==> src/rtl/swipe_pkg.sv <==
// Shared types and constants for the swipe gesture recognizer.
// No dependencies; used by swipe_gesture_recognizer.
`default_nettype none

package swipe_pkg;

  localparam int COORD_BITS_DEF = 16;
  localparam int AMOUNT_BITS    = 17;
  localparam int THRESH_BITS    = 16;
  localparam int MASK_BITS      = 4;
  localparam int DIR_BITS       = 3;
  localparam int CFG_DATA_BITS  = 16;
  localparam int CFG_IDX_BITS   = 3;

  typedef enum logic [1:0] {
    OP_PRESS   = 2'd0,
    OP_MOVE    = 2'd1,
    OP_RELEASE = 2'd2,
    OP_END     = 2'd3
  } op_t;

  typedef enum logic [DIR_BITS-1:0] {
    DIR_NONE  = 3'd0,
    DIR_LEFT  = 3'd1,
    DIR_RIGHT = 3'd2,
    DIR_UP    = 3'd3,
    DIR_DOWN  = 3'd4
  } dir_t;

  // Direction bits inside allowed_mask / force_mask.
  localparam logic [MASK_BITS-1:0] MASK_LEFT  = 4'b0001;
  localparam logic [MASK_BITS-1:0] MASK_RIGHT = 4'b0010;
  localparam logic [MASK_BITS-1:0] MASK_UP    = 4'b0100;
  localparam logic [MASK_BITS-1:0] MASK_DOWN  = 4'b1000;

  // Configuration register indexes.
  localparam logic [CFG_IDX_BITS-1:0] REG_SWIPE_ENABLE = 3'd0;
  localparam logic [CFG_IDX_BITS-1:0] REG_THRESHOLD_X  = 3'd1;
  localparam logic [CFG_IDX_BITS-1:0] REG_THRESHOLD_Y  = 3'd2;
  localparam logic [CFG_IDX_BITS-1:0] REG_ALLOWED_MASK = 3'd3;
  localparam logic [CFG_IDX_BITS-1:0] REG_FORCE_MASK   = 3'd4;

endpackage

`default_nettype wire

==> src/rtl/swipe_gesture_recognizer.sv <==
// Swipe gesture recognizer top level: event decode, classification, result register.
// Depends on swipe_pkg.
`default_nettype none

// Takes one pointer transaction (press, move, release, end gesture) per clock
// and returns exactly one result transaction for each. A press latches the
// start point and clears any gesture; a move measures dx/dy from the start
// point and, if no gesture is active and |dx| > threshold_x or
// |dy| > threshold_y, classifies it (horizontal only when |dx| > |dy|, so ties
// go vertical) and starts a gesture if the direction passes force_mask, or
// allowed_mask when force_mask is zero. While active, swipe_amount follows dx
// or dy. A release ends the gesture and lifts the pointer; end gesture clears
// the gesture even when the block is disabled. With swipe_enable low, press,
// move and release report accepted = 0 and change nothing. Throughput is one
// transaction per cycle unless the output is stalled: all decision logic
// sits between the gesture state registers and a single output register.
// in_stall rises only while it holds a result the consumer is stalling.
// Config writes are to be issued only while no transaction is in flight.
module swipe_gesture_recognizer #(
  parameter int COORD_BITS = swipe_pkg::COORD_BITS_DEF
) (
  input  wire                                     clk,
  input  wire                                     rst,
  // configuration write port
  input  wire                                     cfg_wr_en,
  input  wire [swipe_pkg::CFG_IDX_BITS-1:0]       cfg_index,
  input  wire [swipe_pkg::CFG_DATA_BITS-1:0]      cfg_wdata,
  // event channel
  input  wire                                     in_valid,
  output logic                                    in_stall,
  input  wire [1:0]                               op,
  input  wire signed [COORD_BITS-1:0]             pos_x,
  input  wire signed [COORD_BITS-1:0]             pos_y,
  // result channel
  output logic                                    out_valid,
  input  wire                                     out_stall,
  output logic                                    accepted,
  output logic                                    in_progress,
  output logic [swipe_pkg::DIR_BITS-1:0]          direction,
  output logic signed [swipe_pkg::AMOUNT_BITS-1:0] swipe_amount
);

  localparam int DW = COORD_BITS + 1;                         // delta width
  localparam int CW = (DW > swipe_pkg::THRESH_BITS) ? DW : swipe_pkg::THRESH_BITS;
  localparam int AW = (DW > swipe_pkg::AMOUNT_BITS) ? DW : swipe_pkg::AMOUNT_BITS;

  // ---------------- configuration registers ----------------
  logic                                  swipe_enable;
  logic [swipe_pkg::THRESH_BITS-1:0]     threshold_x;
  logic [swipe_pkg::THRESH_BITS-1:0]     threshold_y;
  logic [swipe_pkg::MASK_BITS-1:0]       allowed_mask;
  logic [swipe_pkg::MASK_BITS-1:0]       force_mask;

  always_ff @(posedge clk) begin
    if (rst) begin
      swipe_enable <= 1'b1;
      threshold_x  <= '0;
      threshold_y  <= '0;
      allowed_mask <= '1;
      force_mask   <= '0;
    end else if (cfg_wr_en) begin
      unique case (cfg_index)
        swipe_pkg::REG_SWIPE_ENABLE: swipe_enable <= cfg_wdata[0];
        swipe_pkg::REG_THRESHOLD_X:  threshold_x  <= cfg_wdata[swipe_pkg::THRESH_BITS-1:0];
        swipe_pkg::REG_THRESHOLD_Y:  threshold_y  <= cfg_wdata[swipe_pkg::THRESH_BITS-1:0];
        swipe_pkg::REG_ALLOWED_MASK: allowed_mask <= cfg_wdata[swipe_pkg::MASK_BITS-1:0];
        swipe_pkg::REG_FORCE_MASK:   force_mask   <= cfg_wdata[swipe_pkg::MASK_BITS-1:0];
        default: ;                   // writes past the register list are dropped
      endcase
    end
  end

  // ---------------- gesture state ----------------
  logic signed [COORD_BITS-1:0]             start_x, start_x_next;
  logic signed [COORD_BITS-1:0]             start_y, start_y_next;
  logic                                     pointer_down, pointer_down_next;
  logic                                     gesture_active, gesture_active_next;
  swipe_pkg::dir_t                          current_direction, current_direction_next;
  logic signed [swipe_pkg::AMOUNT_BITS-1:0] current_amount, current_amount_next;
  logic                                     accepted_next;

  logic in_xfer;
  assign in_stall = out_valid & out_stall;
  assign in_xfer  = in_valid & ~in_stall;

  // displacement from the start point, one bit wider than a coordinate
  logic signed [DW-1:0] dx, dy;
  logic        [DW-1:0] abs_dx, abs_dy;
  logic                 exceed;
  swipe_pkg::dir_t      cls_dir;
  logic [swipe_pkg::MASK_BITS-1:0] cls_bit, eff_mask;
  logic                 dir_ok;
  logic signed [AW-1:0] dx_w, dy_w;

  assign dx = DW'(pos_x) - DW'(start_x);
  assign dy = DW'(pos_y) - DW'(start_y);
  assign abs_dx = dx[DW-1] ? (~dx + DW'(1)) : dx;
  assign abs_dy = dy[DW-1] ? (~dy + DW'(1)) : dy;

  assign exceed = (CW'(abs_dx) > CW'(threshold_x)) || (CW'(abs_dy) > CW'(threshold_y));

  always_comb begin
    if (abs_dx > abs_dy) begin
      if (!dx[DW-1] && (dx != '0)) begin
        cls_dir = swipe_pkg::DIR_RIGHT;
        cls_bit = swipe_pkg::MASK_RIGHT;
      end else begin
        cls_dir = swipe_pkg::DIR_LEFT;
        cls_bit = swipe_pkg::MASK_LEFT;
      end
    end else begin
      if (!dy[DW-1] && (dy != '0)) begin
        cls_dir = swipe_pkg::DIR_DOWN;
        cls_bit = swipe_pkg::MASK_DOWN;
      end else begin
        cls_dir = swipe_pkg::DIR_UP;
        cls_bit = swipe_pkg::MASK_UP;
      end
    end
  end

  assign eff_mask = (force_mask != '0) ? force_mask : allowed_mask;
  assign dir_ok   = (eff_mask & cls_bit) != '0;

  // sign-extend (or keep) the delta, then wrap to the amount width
  assign dx_w = AW'(dx);
  assign dy_w = AW'(dy);

  always_comb begin
    start_x_next           = start_x;
    start_y_next           = start_y;
    pointer_down_next      = pointer_down;
    gesture_active_next    = gesture_active;
    current_direction_next = current_direction;
    current_amount_next    = current_amount;
    accepted_next          = 1'b0;

    unique case (swipe_pkg::op_t'(op))
      swipe_pkg::OP_PRESS: begin
        if (swipe_enable) begin
          start_x_next           = pos_x;
          start_y_next           = pos_y;
          pointer_down_next      = 1'b1;
          gesture_active_next    = 1'b0;
          current_direction_next = swipe_pkg::DIR_NONE;
          current_amount_next    = '0;
          accepted_next          = 1'b1;
        end
      end
      swipe_pkg::OP_MOVE: begin
        if (swipe_enable && pointer_down) begin
          if (!gesture_active && exceed && dir_ok) begin
            gesture_active_next    = 1'b1;
            current_direction_next = cls_dir;
          end
          if (gesture_active_next) begin
            if ((current_direction_next == swipe_pkg::DIR_LEFT) ||
                (current_direction_next == swipe_pkg::DIR_RIGHT)) begin
              current_amount_next = dx_w[swipe_pkg::AMOUNT_BITS-1:0];
            end else begin
              current_amount_next = dy_w[swipe_pkg::AMOUNT_BITS-1:0];
            end
          end
          accepted_next = 1'b1;
        end
      end
      swipe_pkg::OP_RELEASE: begin
        if (swipe_enable) begin
          pointer_down_next      = 1'b0;
          gesture_active_next    = 1'b0;
          current_direction_next = swipe_pkg::DIR_NONE;
          current_amount_next    = '0;
          accepted_next          = 1'b1;
        end
      end
      swipe_pkg::OP_END: begin
        // clears the gesture even when disabled; pointer stays down
        gesture_active_next    = 1'b0;
        current_direction_next = swipe_pkg::DIR_NONE;
        current_amount_next    = '0;
      end
      default: ;
    endcase
  end

  always_ff @(posedge clk) begin
    if (rst) begin
      start_x           <= '0;
      start_y           <= '0;
      pointer_down      <= 1'b0;
      gesture_active    <= 1'b0;
      current_direction <= swipe_pkg::DIR_NONE;
      current_amount    <= '0;
    end else if (in_xfer) begin
      start_x           <= start_x_next;
      start_y           <= start_y_next;
      pointer_down      <= pointer_down_next;
      gesture_active    <= gesture_active_next;
      current_direction <= current_direction_next;
      current_amount    <= current_amount_next;
    end
  end

  // ---------------- result register ----------------
  always_ff @(posedge clk) begin
    if (rst) begin
      out_valid <= 1'b0;
    end else if (in_xfer) begin
      out_valid <= 1'b1;
    end else if (!out_stall) begin
      out_valid <= 1'b0;
    end
  end

  // payload loads only on a new transaction, so it holds while stalled
  always_ff @(posedge clk) begin
    if (in_xfer) begin
      accepted     <= accepted_next;
      in_progress  <= gesture_active_next;
      direction    <= current_direction_next;
      swipe_amount <= current_amount_next;
    end
  end

  // ---------------- assertions ----------------
  // an active gesture needs the pointer down
  a_active_needs_pointer: assert property (@(posedge clk) disable iff (rst)
    gesture_active |-> pointer_down)
    else $error("gesture active with pointer up");

  // no gesture means no direction and no amount
  a_idle_state_clear: assert property (@(posedge clk) disable iff (rst)
    !gesture_active |-> (current_direction == swipe_pkg::DIR_NONE) && (current_amount == '0))
    else $error("stale direction or amount without gesture");

  // an active gesture always carries a direction
  a_active_has_dir: assert property (@(posedge clk) disable iff (rst)
    gesture_active |-> (current_direction != swipe_pkg::DIR_NONE))
    else $error("gesture active without direction");

  // reported result matches the state it was taken from
  a_result_tracks_state: assert property (@(posedge clk) disable iff (rst)
    in_xfer |=> (in_progress == gesture_active) && (direction == current_direction) &&
                (swipe_amount == current_amount))
    else $error("result register out of step with gesture state");

endmodule

`default_nettype wire

==> config.mk <==
export PLATFORM = sky130hd
export DESIGN_NAME = swipe_gesture_recognizer
export DESIGN_NICKNAME = d
export VERILOG_FILES = /design/src/rtl/swipe_pkg.sv /design/src/rtl/swipe_gesture_recognizer.sv
export SDC_FILE = /design/constraint.sdc
export NUM_CORES = 1
export LEC_CHECK = 0
export ABC_AREA = 0
export BUFFER_PORTS_ARGS = -buffer_cell sky130_fd_sc_hd__buf_2
export CAP_MARGIN = 20
export CORE_ASPECT_RATIO = 1.1
export CORE_UTILIZATION = 55
export DETAILED_ROUTE_END_ITERATION = 8
export PLACE_DENSITY_LB_ADDON = 0.15
export SLEW_MARGIN = 5
export SYNTH_ARGS = -nofsm -noshare
export SYNTH_HDL_FRONTEND = slang
export SYNTH_SLANG_ARGS = --single-unit
==> constraint.sdc <==
create_clock -name clk -period 10.5 [get_ports clk]
set_input_delay 1.05 -clock clk [delete_from_list [all_inputs] [get_ports clk]]
set_output_delay 1.05 -clock clk [all_outputs]
set_load 0.05 [all_outputs]
==> impl_metrics.csv, run 1 <==
group,metric,value,unit
status,outcome,"completed",
critical_path,path_max_fanout,19,
floorplan,rows,48,
floorplan,dieArea,0.0168,mm²
global_routing,overflow,0,
worst_hold_path,whs_endpoint,"start_x[8]$_SDFFE_PP0P_",
critical_path,critPathArrivalTime,8220,ps
synth,netlist_area,0.00895,mm²
synth,synth.most_common_cell,"nand2_1",
drt,routedWlPerCell,16.4,µm
synth,ys.flop_type,"dfxtp_1",
critical_path,critPathCaptureType,"register",
critical_path,crit_type,"in2reg",
synth,synth_fp_nets,1264,
synth,ys_ff_latch,118,
sta,worstMarginPinSlew,1070,ps
floorplan,initial_core_util,0.566,
placement,dp.cells,1364,
drt,first_pass_iters,5,
synth,synth_top_area_share,0.215,
synth,avgSynthCellArea,7.95,µm²
sta,finalMaxSlewViolations,0,
critical_path,rrSetupSlack,3110,ps
sta,hold_viol,0,
finish,syn2layout_area_growth,12.2,%
global_routing,grt_start_max_net_pins,75,
cts,cts_hold_buf,0,
critical_path,critical-path-slowest-cell,"nor4_4",
finish,n_fill_cell,1417,
sta,fin_tns_setup,0,ps
sta,skew,9.94,ps
cts,postCtsSetupRepairBufs,0,
global_routing,track_usage,0.283,
critical_path,cpPeakStageDelay,790,ps
critical_path,crit_required,10870,ps
critical_path,crit_family,"compound AO/OA/AOI/OAI gates",
cts,cts_made_buffers,17,
placement,dpl-instance-area,0.00943,mm²
synth,ys_types,82,
critical_path,cpMostUsedCell,"a21oi_1",
worst_hold_path,worstHoldStart,"start_x[8]$_SDFFE_PP0P_",
drt,drt-vias-per-instance,5.96,
critical_path,timing.rr.start,"start_y[0]$_SDFFE_PP0P_",
finish,multi_input_area,0.00581,mm²
cts,clock_path_buffers,2,
cts,tritoncts,"yes",
cts,htree_levels,4,
drt,vias,8327,
drt,drc_errors,0,
synth,yosys-top-cells-area,"dfxtp_1 (21%), ha_1 (11%), nand2_1 (7.7%)",
finish,n_antenna_cell,0,
finish,drive_gt1_frac,0.126,
floorplan,die_h,136,µm
critical_path,ff2ff_path_depth,23,
cts,clk_pin_slew,60,ps
synth,ys_warn_count,0,
cts,clock_sinks,118,
synth,synth_top_area_cell,"dfxtp_1",
worst_hold_path,min_path_cells,2,
global_routing,grt_pass1_vias,7520,
drt,drtIter0Drc,596,
placement,place_hpwl,17400,µm
critical_path,critPathBufInv,3,
cts,postCtsResizedCells,0,
placement,gp_congestion,0.927,
finish,design_area,0.0100,mm²
sta,layout_min_cycle_time,7850,ps
finish,regArea,0.00258,mm²
global_routing,antenna_found_initial,0,
floorplan,ios,82,
sta,timing.fmax,127,MHz
power,p_per_area,168,mW/mm²
power,power.leakage,4.05,nW
finish,instances_no_fill,1397,
power,ir_drop,0.000110,V
sta,setup_ws,2650,ps
sta,setup_viol,0,
synth,synth_commonest_cells,"nand2_1 (184), a21oi_1 (120), dfxtp_1 (96), inv_1 (94), ha_1 (79)",
critical_path,start_kind,"primary input",
finish,nNetsFinal,1323,
cts,insertion_delay,430,ps
global_routing,grt_pass1_wl,37000,µm
sta,timing.final.crit_share,0.748,
cts,cts-root-buf,"clkbuf_16",
floorplan,fp.dieW,124,µm
sta,rsz0062_at_grt,"false",
placement,place_ws,2410,ps
sta,max_slew_margin,0.285,
placement,port_buffers,81,
drt,wl,22900,µm
floorplan,coreArea,0.0158,mm²
job,max-cap-violations,0,
drt,ant_nets,0,
critical_path,reg2reg_to,"current_amount[10]$_SDFFE_PP0P_",
synth,synth-edff-count,22,
sta,hold_ws,453,ps
worst_hold_path,hold_path.class,"reg2reg",
synth,ys_seq_area_frac,0.289,
synth,synthArstFlopShare,0,
synth,synthCells,1125,
[per-layer routing]
metal	global-route usage	up-vias	routed length, µm
met1	0.352	3884	10100
met5	0	-	0
li1	-	4167	-
met3	0.0577	42	1220
met4	0.107	0	584
met2	0.476	234	11000
[how the worst max path moves through the flow]
stage	slack [ps]	end	from	cells after the start
2_1_floorplan	3460	swipe_amount[14]$_DFFE_PP_	pos_y[0]	29
6_report	2650	current_amount[10]$_SDFFE_PP0P_	pos_y[0]	25
5_1_grt	1850	current_amount[10]$_SDFFE_PP0P_	pos_y[0]	25
3_3_place_gp	2560	current_amount[5]$_SDFFE_PP0P_	pos_y[0]	26
4_1_cts	2810	current_amount[10]$_SDFFE_PP0P_	pos_y[0]	25
3_5_place_dp	2410	current_amount[0]$_SDFFE_PP0P_	pos_y[0]	25
[cells in the final DEF (no fill, tap or decap), types with 15 or more instances in the layout]
cell type / count
xor2_1: 15
buf_2: 81
dfxtp_1: 96
ha_1: 79
nand2_1: 184
xnor2_1: 23
a21o_1: 27
nand3_1: 23
edfxtp_1: 22
a22o_1: 33
and2_1: 15
clkbuf_16: 17
nor2_1: 56
mux2i_1: 21
nor3_1: 21
a21oi_1: 120
inv_1: 94
o21ai_0: 29
[registers in the layout, indices dropped and copies added (netlist names)]
name               count
accepted               1
allowed_mask           4
current_amount        17
current_direction      3
direction              3
force_mask             4
gesture_active         1
in_progress            1
out_valid              1
pointer_down           1
start_x               16
start_y               16
swipe_amount          17
swipe_enable           1
threshold_x           16
threshold_y           16
[worst min-delay path, cell delays in order, from the launching register on]
cell and delay [ps]:
dfxtp_1 300, nand2_1 50, a21oi_1 50
[final cells by class]
cell class	instances	share of cell area
clock buffer	18	0.0427
clock inverter	14	0.0176
inverter	94	0.0351
multi-input combinational	867	0.578
sequential	118	0.257
tap	200	0.0249
timing repair buffer	86	0.0441
[through the flow]
| step | power (W) | util |
|---|---|---|
| 3_5_place_dp | 0.00108 | 0.597 |
| 5_1_grt | 0.00177 | 0.636 |
| 2_1_floorplan | 0.000934 | - |
| 3_3_place_gp | 0.00107 | 0.597 |
| 4_1_cts | 0.00168 | 0.635 |
| 6_report | 0.00168 | 0.636 |
[power by group]
group | total (W) | switching, W | internal (W)
sequential | 0.000480 | 0.00000552 | 0.000474
clock | 0.000597 | 0.000223 | 0.000375
combinational | 0.000606 | 0.000378 | 0.000228
[kinds of logic (layout without fill, tap and decap cells)]
family / after synthesis / in the layout / synth area share
buffers and inverters: 140 / 212 / 0.0626
XOR/XNOR: 38 / 38 / 0.0372
multiplexers: 31 / 31 / 0.0361
flip-flops: 118 / 118 / 0.289
AND/OR/NAND/NOR: 388 / 388 / 0.207
AO/OA/AOI/OAI: 329 / 329 / 0.254
adder cells (fa/ha/maj): 81 / 81 / 0.115
Note: power is estimated with default switching activity, not from simulation.
==> inputs of run 2 (changes only) <==
==> constraint.sdc (replaced) <==
create_clock -name clk -period 6.9 [get_ports clk]
set_input_delay 0.69 -clock clk [delete_from_list [all_inputs] [get_ports clk]]
set_output_delay 0.69 -clock clk [all_outputs]
set_load 0.05 [all_outputs]
==> impl_metrics.csv, run 2 (synthesized netlist as in run 1, its figures left out) <==
group,metric,value,unit
cts,cts-root-buf,"clkbuf_16",
finish,n_antenna_cell,0,
critical_path,critical-path-slowest-cell,"fa_1",
cts,clk_pin_slew,60,ps
sta,max_slew_margin,0.298,
finish,nNetsFinal,1353,
sta,setup_viol,0,
global_routing,grtUsageMet1,0.351,
power,switching_share,0.353,
finish,syn2layout_area_growth,15.3,%
global_routing,grt_pass1_wl,37800,µm
power,p_per_area,260,mW/mm²
sta,hold_ws,452,ps
worst_hold_path,worstHoldStart,"start_x[6]$_SDFFE_PP0P_",
critical_path,critPathBufInv,5,
status,outcome,"completed",
critical_path,timing.rr.start,"start_y[0]$_SDFFE_PP0P_",
drt,drt-vias-per-instance,5.88,
floorplan,fp.dieW,124,µm
finish,instances_no_fill,1427,
drt,drc_errors,0,
global_routing,use_met3,0.0564,
critical_path,ff2ff_path_depth,28,
drt,first_pass_iters,5,
power,intPower,0.00174,W
cts,insertion_delay,430,ps
power,netSwitchingPower,0.000947,W
critical_path,critPathCaptureType,"register",
critical_path,cpPeakStageDelay,410,ps
placement,place_hpwl,17600,µm
drt,ant_nets,0,
finish,final_cell_mix,"nand2_1 (184), a21oi_1 (120), dfxtp_1 (96), inv_1 (94), buf_2 (81)",
power,ir_drop,0.000206,V
critical_path,crit_type,"in2reg",
sta,timing.final.crit_share,0.924,
job,max-cap-violations,0,
cts,cts_made_buffers,17,
drt,vias,8396,
global_routing,antenna_found_initial,0,
sta,finalMaxSlewViolations,0,
placement,gp_congestion,0.906,
sta,hold_viol,0,
global_routing,grt_pass1_vias,7837,
placement,place_ws,-38.3,ps
finish,drive_gt1_frac,0.148,
placement,port_buffers,81,
floorplan,ios,82,
cts,htree_levels,4,
drt,routedWlPerCell,16.2,µm
power,comb_power_share,0.369,
sta,rsz0062_at_grt,"false",
cts,clock_sinks,118,
drt,drtIter0Drc,474,
floorplan,coreArea,0.0158,mm²
cts,tritoncts,"yes",
global_routing,track_usage,0.290,
global_routing,grt_use_met2,0.504,
cts,clock_path_buffers,2,
sta,layout_min_cycle_time,6370,ps
global_routing,overflow,0,
drt,wl,23200,µm
critical_path,startpoint,"pos_y[0]",
placement,dp.cells,1394,
sta,skew,8.32,ps
finish,layout_commonest_cell,"nand2_1",
worst_hold_path,hold_path.class,"reg2reg",
power,p_clk_frac,0.358,
sta,worstMarginPinSlew,1050,ps
power,p_total,0.00268,W
critical_path,critPathArrivalTime,6550,ps
finish,reg_top3,"current_amount (17), swipe_amount (17)",
power,pwr-share-seq,0.272,
worst_hold_path,min_path_cells,2,
critical_path,crit_family,"compound AO/OA/AOI/OAI gates",
critical_path,path_depth,30,
critical_path,crit_required,7080,ps
floorplan,dieArea,0.0168,mm²
critical_path,start_kind,"primary input",
global_routing,grt_busiest_layer,"met2",
critical_path,path_max_fanout,17,
floorplan,die_h,136,µm
sta,timing.fmax,157,MHz
sta,setup_ws,528,ps
floorplan,initial_core_util,0.566,
global_routing,grt_start_max_net_pins,75,
power,power.leakage,4.23,nW
floorplan,rows,48,
sta,fin_tns_setup,0,ps
## run 2: metrics by stage
step,utilization,instance area [µm²]
3_5_place_dp,0.612,9670
6_report,0.653,10300
4_1_cts,0.653,10300
5_1_grt,0.653,10300
2_1_floorplan,-,8950
3_3_place_gp,0.612,9670
## run 2: worst paths after layout
| check | slack [ps] | endpoint |
|---|---|---|
| hold reg to reg | 450 | start_x[6]$_SDFFE_PP0P_ |
| setup / recovery | 530 | swipe_amount[14]$_DFFE_PP_ |
| hold / removal | 450 | start_x[6]$_SDFFE_PP0P_ |
| setup reg to reg | 600 | swipe_amount[14]$_DFFE_PP_ |
## run 2: final cells by class
| type | instances | area [µm²] |
|---|---|---|
| Timing Repair Buffer | 116 | 681 |
| Sequential cell | 118 | 2580 |
| Inverter | 94 | 353 |
| Clock buffer | 20 | 479 |
| Multi-Input combinational cell | 867 | 5810 |
| Fill cell | 1468 | 5480 |
| Clock inverter | 12 | 163 |
| Tap cell | 200 | 250 |
## run 2: power groups by stage
stage               sequential (W)  clock [W]  combinational [W]
floorplan                 0.000770          0           0.000652
global placement          0.000745          0           0.000953
detailed placement        0.000745          0           0.000963
CTS                       0.000731   0.000972           0.000973
global route              0.000733    0.00100            0.00109
finish                    0.000731   0.000962           0.000991
## run 2: timing repair
action | 4_1_cts | 5_1_grt
resized for setup | 0 | 1
buffers inserted | 0 | 0
hold buffers | 0 | 0
endpoints found under the setup margin | 0 | 12
## run 2: per-layer routing
metal | up-vias | part of all wire
met5 | - | 0
met4 | 0 | 0.022
met3 | 40 | 0.047
met2 | 207 | 0.49
met1 | 3927 | 0.44
li1 | 4222 | -
## run 2: worst reg2reg max path, delay by kind of cell, from the launching register on
kind,cells,cell delay (ps)
and+or+nand+nor,8,1740
DFF,1,320
muxes,1,340
AOI/OAI and AO/OA,11,2160
adders and majority gates,3,820
xor gates and xnor gates,2,230
buffers and inverters,3,450
